`src/hw/rtl/bfq_pkg.sv`:
```
// ----------------------------------------------------------------------------
// bfq_pkg
// shared constants, codes and types of the batch fifo queue
// ----------------------------------------------------------------------------
package bfq_pkg;

   localparam int DEPTH        = 64;
   localparam int ELEMENT_BITS = 32;

   localparam int ELEMENT_PORT_BITS = 32;
   localparam int COUNT_BITS        = 7;
   localparam int ELEM_W  = (ELEMENT_BITS < ELEMENT_PORT_BITS) ? ELEMENT_BITS
                                                               : ELEMENT_PORT_BITS;
   localparam int IDX_W   = (DEPTH > 1) ? $clog2(DEPTH) : 1;
   localparam int CNT_W   = $clog2(DEPTH + 1);

   localparam int QDEPTH  = 4;
   localparam int QIDX_W  = $clog2(QDEPTH);
   localparam int QCNT_W  = $clog2(QDEPTH + 1);

   localparam int REQ_DATA_BITS = 40;
   localparam int RSP_DATA_BITS = 40;

   typedef enum logic [1:0] {
      ACT_PUSH  = 2'd0,
      ACT_POP   = 2'd1,
      ACT_CLEAR = 2'd2,
      ACT_QUERY = 2'd3
   } action_type;

   typedef enum logic [1:0] {
      STATUS_OK    = 2'd0,
      STATUS_FULL  = 2'd1,
      STATUS_EMPTY = 2'd2
   } status_type;

   typedef struct packed {
      action_type              action;
      logic [ELEM_W-1:0]       element;
      logic [COUNT_BITS-1:0]   count;
      logic                    last;
      logic                    discard;
   } cmd_type;

   typedef struct packed {
      status_type              status;
      logic                    last;
      logic [CNT_W-1:0]        occ;
      logic                    use_ram;
   } result_type;

endpackage

```
`src/hw/rtl/bfq_ram.sv`:
```
// ----------------------------------------------------------------------------
// bfq_ram
// generic single-write, single-read ram with registered read data
// ----------------------------------------------------------------------------
module bfq_ram #(
   parameter int WIDTH = 32,
   parameter int DEPTH = 64
) (
   input  logic                     clock,
   input  logic                     wr_en,
   input  logic [$clog2(DEPTH)-1:0] wr_addr,
   input  logic [WIDTH-1:0]         wr_data,
   input  logic                     rd_en,
   input  logic [$clog2(DEPTH)-1:0] rd_addr,
   output logic [WIDTH-1:0]         rd_data
);

   logic [WIDTH-1:0] mem [DEPTH];

   always_ff @(posedge clock) begin
      if (wr_en) begin
         mem[wr_addr] <= wr_data;
      end
      if (rd_en) begin
         rd_data <= mem[rd_addr];
      end
   end

endmodule

```
`src/hw/rtl/bfq_front.sv`:
```
// ----------------------------------------------------------------------------
// bfq_front
// accepts request items, classifies them into commands and queues them
// ----------------------------------------------------------------------------
module bfq_front
   import bfq_pkg::*;
(
   input  logic                     clock,
   input  logic                     reset,
   input  logic                     req_tvalid,
   output logic                     req_tready,
   input  logic [REQ_DATA_BITS-1:0] req_tdata,
   input  logic [1:0]               req_tuser,
   input  logic                     req_tlast,
   output logic                     cmd_valid,
   input  logic                     cmd_ready,
   output cmd_type                  cmd
);

   cmd_type           queue_ff [QDEPTH];
   logic [QIDX_W-1:0] wr_ptr_ff, wr_ptr_in;
   logic [QIDX_W-1:0] rd_ptr_ff, rd_ptr_in;
   logic [QCNT_W-1:0] count_ff, count_in;
   cmd_type           new_cmd;
   logic              push, pop;

   always_comb begin
      new_cmd.action  = action_type'(req_tuser);
      new_cmd.element = ELEM_W'(req_tdata[ELEMENT_PORT_BITS-1:0]);
      new_cmd.count   = req_tdata[ELEMENT_PORT_BITS +: COUNT_BITS];
      new_cmd.last    = req_tlast;
      new_cmd.discard = req_tdata[ELEMENT_PORT_BITS + COUNT_BITS];
   end

   assign req_tready = (count_ff != QCNT_W'(QDEPTH));
   assign cmd_valid  = (count_ff != '0);
   assign cmd        = queue_ff[rd_ptr_ff];
   assign push       = req_tvalid && req_tready;
   assign pop        = cmd_valid && cmd_ready;

   always_comb begin
      wr_ptr_in = push ? wr_ptr_ff + 1'b1 : wr_ptr_ff;
      rd_ptr_in = pop ? rd_ptr_ff + 1'b1 : rd_ptr_ff;
      count_in  = count_ff;
      if (push && !pop) begin
         count_in = count_ff + 1'b1;
      end else if (pop && !push) begin
         count_in = count_ff - 1'b1;
      end
   end

   always_ff @(posedge clock) begin
      if (reset) begin
         wr_ptr_ff <= '0;
         rd_ptr_ff <= '0;
         count_ff  <= '0;
      end else begin
         wr_ptr_ff <= wr_ptr_in;
         rd_ptr_ff <= rd_ptr_in;
         count_ff  <= count_in;
      end
   end

   always_ff @(posedge clock) begin
      if (push) begin
         queue_ff[wr_ptr_ff] <= new_cmd;
      end
   end

endmodule

```
`src/hw/rtl/bfq_back.sv`:
```
// ----------------------------------------------------------------------------
// bfq_back
// carries out queued commands on the ring buffer and delivers results
// ----------------------------------------------------------------------------
module bfq_back
   import bfq_pkg::*;
(
   input  logic                     clock,
   input  logic                     reset,
   input  logic                     cmd_valid,
   output logic                     cmd_ready,
   input  cmd_type                  cmd,
   output logic                     rsp_tvalid,
   input  logic                     rsp_tready,
   output logic [RSP_DATA_BITS-1:0] rsp_tdata,
   output logic [1:0]               rsp_tuser,
   output logic                     rsp_tlast
);

   typedef enum logic {
      S_IDLE,
      S_POP
   } state_type;

   state_type              state_ff, state_in;
   logic [IDX_W-1:0]       head_ff, head_in;
   logic [IDX_W-1:0]       tail_ff, tail_in;
   logic [CNT_W-1:0]       fill_ff, fill_in;
   logic                   open_ff, open_in;
   logic                   accepted_ff, accepted_in;
   logic [CNT_W-1:0]       written_ff, written_in;
   logic [CNT_W-1:0]       target_ff, target_in;
   logic [CNT_W-1:0]       remain_ff, remain_in;
   logic                   discard_ff, discard_in;

   logic                   pend_valid_ff, pend_valid_in;
   result_type             pend_ff, pend_in;
   logic                   out_valid_ff, out_valid_in;
   result_type             out_ff, out_in;
   logic [ELEM_W-1:0]      out_elem_ff, out_elem_in;

   logic                   slot_ok, pend_move;
   logic                   ram_we, ram_re;
   logic [IDX_W-1:0]       ram_waddr, ram_raddr;
   logic [ELEM_W-1:0]      ram_rdata;

   logic                   b_acc;
   logic [CNT_W-1:0]       b_target, b_written, b_written_n, free_cnt;

   function automatic logic [IDX_W-1:0] wrap_add(input logic [IDX_W-1:0] base,
                                                 input logic [CNT_W-1:0] off);
      logic [CNT_W:0] sum;
      sum = (CNT_W+1)'(base) + (CNT_W+1)'(off);
      if (sum >= (CNT_W+1)'(DEPTH)) begin
         sum = sum - (CNT_W+1)'(DEPTH);
      end
      return IDX_W'(sum);
   endfunction

   function automatic logic [IDX_W-1:0] next_idx(input logic [IDX_W-1:0] idx);
      return (idx == IDX_W'(DEPTH - 1)) ? '0 : idx + 1'b1;
   endfunction

   bfq_ram #(
      .WIDTH (ELEM_W),
      .DEPTH (DEPTH)
   ) u_ram (
      .clock   (clock),
      .wr_en   (ram_we),
      .wr_addr (ram_waddr),
      .wr_data (cmd.element),
      .rd_en   (ram_re),
      .rd_addr (ram_raddr),
      .rd_data (ram_rdata)
   );

   assign pend_move = pend_valid_ff && (!out_valid_ff || rsp_tready);
   assign slot_ok   = !pend_valid_ff || pend_move;

   // push batch bookkeeping
   always_comb begin
      free_cnt    = CNT_W'(DEPTH) - fill_ff;
      b_acc       = open_ff ? accepted_ff
                            : (cmd.count <= COUNT_BITS'(DEPTH)) &&
                              (COUNT_BITS'(free_cnt) >= cmd.count);
      b_target    = open_ff ? target_ff : CNT_W'(cmd.count);
      b_written   = open_ff ? written_ff : '0;
      b_written_n = (b_acc && (b_written < b_target)) ? b_written + 1'b1 : b_written;
   end

   always_comb begin
      state_in      = state_ff;
      head_in       = head_ff;
      tail_in       = tail_ff;
      fill_in       = fill_ff;
      open_in       = open_ff;
      accepted_in   = accepted_ff;
      written_in    = written_ff;
      target_in     = target_ff;
      remain_in     = remain_ff;
      discard_in    = discard_ff;
      cmd_ready     = 1'b0;
      ram_we        = 1'b0;
      ram_waddr     = wrap_add(tail_ff, b_written);
      ram_re        = 1'b0;
      ram_raddr     = head_ff;
      pend_valid_in = pend_valid_ff;
      pend_in       = pend_ff;

      if (pend_move) begin
         pend_valid_in = 1'b0;
      end

      case (state_ff)
         S_POP: begin
            if (slot_ok) begin
               ram_re          = !discard_ff;
               head_in         = next_idx(head_ff);
               remain_in       = remain_ff - 1'b1;
               pend_valid_in   = 1'b1;
               pend_in.status  = STATUS_OK;
               pend_in.last    = (remain_ff == CNT_W'(1));
               pend_in.occ     = fill_ff;
               pend_in.use_ram = !discard_ff;
               if (remain_ff == CNT_W'(1)) begin
                  state_in = S_IDLE;
               end
            end
         end
         S_IDLE: begin
            if (cmd_valid) begin
               case (cmd.action)
                  ACT_PUSH: begin
                     if (!cmd.last || slot_ok) begin
                        cmd_ready = 1'b1;
                        ram_we    = b_acc && (b_written < b_target);
                        if (!cmd.last) begin
                           open_in     = 1'b1;
                           accepted_in = b_acc;
                           target_in   = b_target;
                           written_in  = b_written_n;
                        end else begin
                           open_in         = 1'b0;
                           accepted_in     = 1'b0;
                           target_in       = '0;
                           written_in      = '0;
                           pend_valid_in   = 1'b1;
                           pend_in.last    = 1'b1;
                           pend_in.use_ram = 1'b0;
                           if (b_acc) begin
                              tail_in        = wrap_add(tail_ff, b_written_n);
                              fill_in        = fill_ff + b_written_n;
                              pend_in.status = STATUS_OK;
                              pend_in.occ    = fill_ff + b_written_n;
                           end else begin
                              pend_in.status = STATUS_FULL;
                              pend_in.occ    = fill_ff;
                           end
                        end
                     end
                  end
                  ACT_POP: begin
                     if (slot_ok) begin
                        cmd_ready       = 1'b1;
                        pend_valid_in   = 1'b1;
                        pend_in.status  = STATUS_OK;
                        pend_in.last    = 1'b1;
                        pend_in.occ     = fill_ff;
                        pend_in.use_ram = 1'b0;
                        if (cmd.count == '0) begin
                           pend_in.status = STATUS_OK;
                        end else if ((cmd.count > COUNT_BITS'(DEPTH)) ||
                                     (cmd.count > COUNT_BITS'(fill_ff))) begin
                           pend_in.status = STATUS_EMPTY;
                        end else begin
                           fill_in         = fill_ff - CNT_W'(cmd.count);
                           ram_re          = !cmd.discard;
                           head_in         = next_idx(head_ff);
                           pend_in.occ     = fill_ff - CNT_W'(cmd.count);
                           pend_in.use_ram = !cmd.discard;
                           pend_in.last    = (cmd.count == COUNT_BITS'(1));
                           if (cmd.count != COUNT_BITS'(1)) begin
                              state_in   = S_POP;
                              remain_in  = CNT_W'(cmd.count) - 1'b1;
                              discard_in = cmd.discard;
                           end
                        end
                     end
                  end
                  ACT_CLEAR: begin
                     if (slot_ok) begin
                        cmd_ready       = 1'b1;
                        head_in         = '0;
                        tail_in         = '0;
                        fill_in         = '0;
                        open_in         = 1'b0;
                        accepted_in     = 1'b0;
                        written_in      = '0;
                        target_in       = '0;
                        pend_valid_in   = 1'b1;
                        pend_in.status  = STATUS_OK;
                        pend_in.last    = 1'b1;
                        pend_in.occ     = '0;
                        pend_in.use_ram = 1'b0;
                     end
                  end
                  ACT_QUERY: begin
                     if (slot_ok) begin
                        cmd_ready       = 1'b1;
                        pend_valid_in   = 1'b1;
                        pend_in.status  = STATUS_OK;
                        pend_in.last    = 1'b1;
                        pend_in.occ     = fill_ff;
                        pend_in.use_ram = 1'b0;
                     end
                  end
                  default: begin
                     cmd_ready = 1'b0;
                  end
               endcase
            end
         end
         default: begin
            state_in = S_IDLE;
         end
      endcase
   end

   // output register
   always_comb begin
      out_valid_in = out_valid_ff;
      out_in       = out_ff;
      out_elem_in  = out_elem_ff;
      if (pend_move) begin
         out_valid_in = 1'b1;
         out_in       = pend_ff;
         out_elem_in  = pend_ff.use_ram ? ram_rdata : '0;
      end else if (rsp_tready) begin
         out_valid_in = 1'b0;
      end
   end

   always_ff @(posedge clock) begin
      if (reset) begin
         state_ff      <= S_IDLE;
         head_ff       <= '0;
         tail_ff       <= '0;
         fill_ff       <= '0;
         open_ff       <= 1'b0;
         accepted_ff   <= 1'b0;
         written_ff    <= '0;
         target_ff     <= '0;
         remain_ff     <= '0;
         discard_ff    <= 1'b0;
         pend_valid_ff <= 1'b0;
         out_valid_ff  <= 1'b0;
      end else begin
         state_ff      <= state_in;
         head_ff       <= head_in;
         tail_ff       <= tail_in;
         fill_ff       <= fill_in;
         open_ff       <= open_in;
         accepted_ff   <= accepted_in;
         written_ff    <= written_in;
         target_ff     <= target_in;
         remain_ff     <= remain_in;
         discard_ff    <= discard_in;
         pend_valid_ff <= pend_valid_in;
         out_valid_ff  <= out_valid_in;
      end
   end

   always_ff @(posedge clock) begin
      pend_ff     <= pend_in;
      out_ff      <= out_in;
      out_elem_ff <= out_elem_in;
   end

   assign rsp_tvalid = out_valid_ff;
   assign rsp_tuser  = out_ff.status;
   assign rsp_tlast  = out_ff.last;
   assign rsp_tdata  = RSP_DATA_BITS'({COUNT_BITS'(out_ff.occ),
                                       ELEMENT_PORT_BITS'(out_elem_ff)});

   a_fill_bound: assert property (@(posedge clock) disable iff (reset)
      fill_ff <= CNT_W'(DEPTH))
      else $error("fill count beyond depth");

   a_pop_remain: assert property (@(posedge clock) disable iff (reset)
      (state_ff == S_POP) |-> (remain_ff != '0))
      else $error("pop burst with nothing left");

   a_pend_hold: assert property (@(posedge clock) disable iff (reset)
      (pend_valid_ff && !pend_move) |=> (pend_valid_ff && $stable(pend_ff)))
      else $error("pending result lost");

   a_batch_written: assert property (@(posedge clock) disable iff (reset)
      open_ff |-> (written_ff <= target_ff))
      else $error("batch wrote past its count");

   a_no_cmd_in_pop: assert property (@(posedge clock) disable iff (reset)
      (state_ff == S_POP) |-> !cmd_ready)
      else $error("command taken during pop burst");

endmodule

```
`src/hw/rtl/batch_fifo_queue_top.sv`:
```
// ----------------------------------------------------------------------------
// batch_fifo_queue_top
// ring-buffer fifo with all-or-nothing batch push and batch pop
// ----------------------------------------------------------------------------
// path: each item waits in the command queue; its result passes the pending register, then the output register
// throughput: one item per cycle when nothing stalls; a pop of n elements holds the back end
// until its n results are issued, and a 4-entry command queue keeps taking items meanwhile
// reset: pointers, counts, open batch and queues cleared; element ram not cleared
// ----------------------------------------------------------------------------
module batch_fifo_queue_top
   import bfq_pkg::*;
(
   input  logic                     clock,
   input  logic                     reset,
   input  logic                     req_tvalid,
   output logic                     req_tready,
   input  logic [REQ_DATA_BITS-1:0] req_tdata,  // element, batch_count, discard
   input  logic [1:0]               req_tuser,  // action
   input  logic                     req_tlast,
   output logic                     rsp_tvalid,
   input  logic                     rsp_tready,
   output logic [RSP_DATA_BITS-1:0] rsp_tdata,  // out_element, occupancy
   output logic [1:0]               rsp_tuser,  // status
   output logic                     rsp_tlast
);

   logic    cmd_valid;
   logic    cmd_ready;
   cmd_type cmd;

   bfq_front u_front (
      .clock      (clock),
      .reset      (reset),
      .req_tvalid (req_tvalid),
      .req_tready (req_tready),
      .req_tdata  (req_tdata),
      .req_tuser  (req_tuser),
      .req_tlast  (req_tlast),
      .cmd_valid  (cmd_valid),
      .cmd_ready  (cmd_ready),
      .cmd        (cmd)
   );

   bfq_back u_back (
      .clock      (clock),
      .reset      (reset),
      .cmd_valid  (cmd_valid),
      .cmd_ready  (cmd_ready),
      .cmd        (cmd),
      .rsp_tvalid (rsp_tvalid),
      .rsp_tready (rsp_tready),
      .rsp_tdata  (rsp_tdata),
      .rsp_tuser  (rsp_tuser),
      .rsp_tlast  (rsp_tlast)
   );

endmodule

```
`config.mk`:
```
export PLATFORM = sky130hd
export DESIGN_NAME = batch_fifo_queue_top
export DESIGN_NICKNAME = d
export VERILOG_FILES = /design/src/hw/rtl/bfq_pkg.sv /design/src/hw/rtl/bfq_ram.sv /design/src/hw/rtl/bfq_front.sv /design/src/hw/rtl/bfq_back.sv /design/src/hw/rtl/batch_fifo_queue_top.sv
export SDC_FILE = /design/constraint.sdc
export NUM_CORES = 2
export LEC_CHECK = 0
export BUFFER_PORTS_ARGS = -buffer_cell sky130_fd_sc_hd__buf_4
export CAP_MARGIN = 20
export CORE_AREA = 5 5 388 543
export DETAILED_ROUTE_END_ITERATION = 10
export DIE_AREA = 0 0 393 548
export PLACE_DENSITY = 0.68
export SLEW_MARGIN = 25
export SYNTH_ARGS = -nofsm -noshare
export SYNTH_HDL_FRONTEND = slang
export SYNTH_SLANG_ARGS = --single-unit
```
`constraint.sdc`:
```
create_clock -name clock -period 14.74 [get_ports clock]
set_input_delay 2.211 -clock clock [delete_from_list [all_inputs] [get_ports clock]]
set_output_delay 2.211 -clock clock [all_outputs]
set_load 0.005 [all_outputs]
```
==> reports/qor.csv <==
stage,metric,value,unit
drt,drc_errors,0,
setup_path,crit_type,reg -> reg,
yosys,synth_largest_area_cell,edfxtp_1,
global_route,grtUsageTotal,20.1,%
yosys,synth_top_area_share,75.5,%
timing,drv_slew,0,
timing,setup-violations-final,0,
drt,via_count,42800,
setup_path,worst_setup_path_start_kind,flip-flop,
yosys,ys_top_cells_by_count,"2305 x edfxtp_1, 702 x mux4_2, 126 x nor2_1",
global_route,grt_pass1_wl,314000,um
yosys,yosysMostFrequentCell,edfxtp_1,
pwr,p_leak,0.0314,uW
setup_path,cp_cell_sequence,mux4_2 -> nand2b_1 -> a21boi_0 -> ha_1 -> nand4_1 -> a311oi_1 -> a221o_1 -> nor4_1 -> xnor2_1 -> ha_1 -> o21a_1 -> o31a_1 -> or4_1 -> nand3_1 -> xor2_1 -> nand2_1 -> a311o_1,
global_route,grt_max_degree,133,
placed_design,hpwl,132000,um
setup_path,crit_family,simple AND/OR/NAND/NOR gates,
yosys,yosys-mux-area-fraction,17.8,%
yosys,yosysUniqueCellTypes,78,
setup_path,slowest_delay,950,ps
clock_network,post-cts-setup-buffer-count,0,
timing,relSlewSlack,26.7,%
pwr,seq_power_share,48.9,%
flow_run,maxCapViolations,0,
yosys,synth_top_family_by_area,multiplexers,
yosys,synth.area.top_cells,"edfxtp_1 75%, mux4_2 17%, dfxtp_1 1.2%",
placed_design,port_buffers,90,
timing,finalSetupTns,0,ps
floorplan,core,205000,um2
timing,finalCritPeriodShare,43.6,%
clock_network,clockBufferDepth,4,
global_route,antenna_found_initial,17,
pwr,total_power,17500,uW
global_route,overflow,0,
clock_network,clk_pin_slew,70,ps
setup_path,end_kind,flip-flop,
yosys,synth_fp_nets,4097,
drt,initialDrtViolationCount,5086,
timing,rsz0062_at_grt,no,
timing,tightest_slew,1100,ps
pwr,p_comb_share,19.3,%
setup_path,cp_common_cell,ha_1,
clock_network,cts_made_buffers,216,
yosys,syn_area_per_cell,23.0,um2
layout,drive_gt1_share,30.4,%
setup_path,critical_path_required,15300,ps
layout,final_nets,4332,
pwr,vdd_drop_max,0.147,mV
yosys,syn_area,91700,um2
drt,avgViaCountPerCell,6.03,
placed_design,place_congestion,0.847,
yosys,yosys_warnings,0,
floorplan,top_level_ports,92,
setup_path,critical_path_buf_inv_count,0,
setup_path,critPathMaxFanout,44,
clock_network,cts_max_level,4,
layout,syn2layout_area_growth,13.5,%
yosys,synth-xor-area-share,0.382,%
clock_network,cts.sinks,2360,
clock_network,cts_tree,yes,
drt,detail-route-antenna-nets,0,
status,status,completed,
pwr,power.net_switching,4870,uW
floorplan,die_h,548,um
clock_network,clock_latency,860,ps
timing,fin_crit,6430,ps
clock_network,ctsHoldBuffers,0,
floorplan,die-area,215000,um2
yosys,seq_area_frac_synth,76.7,%
floorplan,start_util,44.7,%
yosys,synth-async-reset-ratio,0,%
setup_path,worst_ep_arrival_time,6990,ps
drt,finalWirelength,217000,um
floorplan,core.rowCount,197,
drt,wire_per_inst,30.6,um
pwr,p_int,12600,uW
timing,finClkSkew,50.0,ps
setup_path,slowest_stage,dfxtp_4,
clock_network,cts_resized,0,
hold_path,hold_path_class,reg -> reg,
yosys,synthSimpleGateAreaFrac,1.93,%
floorplan,die_w,393,um
yosys,synth-seq-cells,2360,
yosys,netlist_instances,3991,
timing,hold_viol_final,0,
yosys,synth_edf_count,2305,
drt,drtPass1Iterations,6,
yosys,synth_compound_area_share,1.36,%
pwr,powerDensity,168,nW/um2
pwr,clockPowerShare,31.8,%
global_route,grt_pass1_vias,43100,
pwr,swShare,27.9,%
timing,max_freq,156,MHz
clock_network,root_buffer,clkbuf_16,
yosys,synthFlopType,edfxtp_1,
yosys,synthAdderAreaFrac,0.846,%
-- kinds of logic after synthesis --
kind of cell / after synthesis
simple gates: 359
xor+xnor: 40
other cells: 1
mux: 748
fa+ha+maj: 59
compound gates: 188
buf+inv: 236
flops: 2360
-- state kept, by name, indices dropped and copies added (netlist names), named ones only --
signal,flops
u_back.out_elem_ff,32
u_front.rd_ptr_ff,2
u_back.rsp_tuser,2
u_back.u_ram.rd_data,32
u_back.pend_ff,11
u_back.head_ff,6
u_back.written_ff,7
u_back.state_ff,1
u_back.fill_ff,7
u_front.wr_ptr_ff,2
u_front.queue_ff,172
u_back.target_ff,7
u_back.tail_ff,6
u_back.pend_valid_ff,1
u_back.discard_ff,1
u_back.remain_ff,7
u_front.count_ff,3
u_back.open_ff,1
u_back.accepted_ff,1
u_back.rsp_tdata,7
u_back.rsp_tlast,1
u_back.u_ram.mem,2048
u_back.rsp_tvalid,1
-- through the flow --
stage	setup slack [ps]	instance area (um2)	hold WS [ps]	std cells	util (%)
2_1_floorplan	8900	91700	400	3991	-
5_1_grt	7830	104000	437	7086	50.7
3_3_place_gp	8510	96200	418	6654	46.9
6_report	8310	104000	438	7094	50.8
3_5_place_dp	8390	96800	406	6679	47.2
4_1_cts	8320	104000	435	7070	50.6
-- routing by layer --
| layer | wire [um] | global-route usage, % | up-vias |
|---|---|---|---|
| li1 | - | - | 17400 |
| met2 | 107000 | 32.6 | 2013 |
| met5 | 54 | 0 | - |
| met3 | 17400 | 3.34 | 343 |
| met1 | 85300 | 28.5 | 23000 |
| met4 | 7060 | 5.99 | 8 |
-- cell type report --
cell class              count  area (um2)
repair buffers            211        2300
inverters                  42         158
flip-flops and latches   2360       70300
fillers                 15800      101000
multi-input cells        1395       21000
clock buffers             251        5600
well taps                2686        3360
diodes                      9        22.5
clock inverters           140        1330
-- cells in the final DEF (no fill, tap or decap), types with 47 or more instances in the layout --
| cell type | instances |
|---|---|
| nor2_4 | 65 |
| edfxtp_1 | 2305 |
| nand2_1 | 83 |
| buf_4 | 165 |
| clkbuf_16 | 218 |
| ha_1 | 54 |
| mux4_2 | 695 |
| nor2_1 | 62 |
| dfxtp_1 | 47 |
| a21oi_1 | 59 |
| clkinv_1 | 51 |
-- power groups by stage --
stage               clock, uW  combinational (uW)  sequential, uW
global route             5930                3600            8560
detailed placement          0                3400            8690
global placement            0                3310            8680
finish                   5550                3370            8540
CTS                      5650                3410            8550
floorplan                   0                2010            8600
-- worst paths after layout --
check                                       start              endpoint  slack (ps)  cells past startpoint
worst max-delay path                    flip-flop     u_back.pend_ff[7]        8310                     17
worst min register to register  u_back.pend_ff[1]  u_back.rsp_tdata[32]         440                      0
worst min-delay path            u_back.pend_ff[1]  u_back.rsp_tdata[32]         440                      0
worst max register to register          flip-flop     u_back.pend_ff[7]        8310                     17
(Power assumes the default switching activity.)
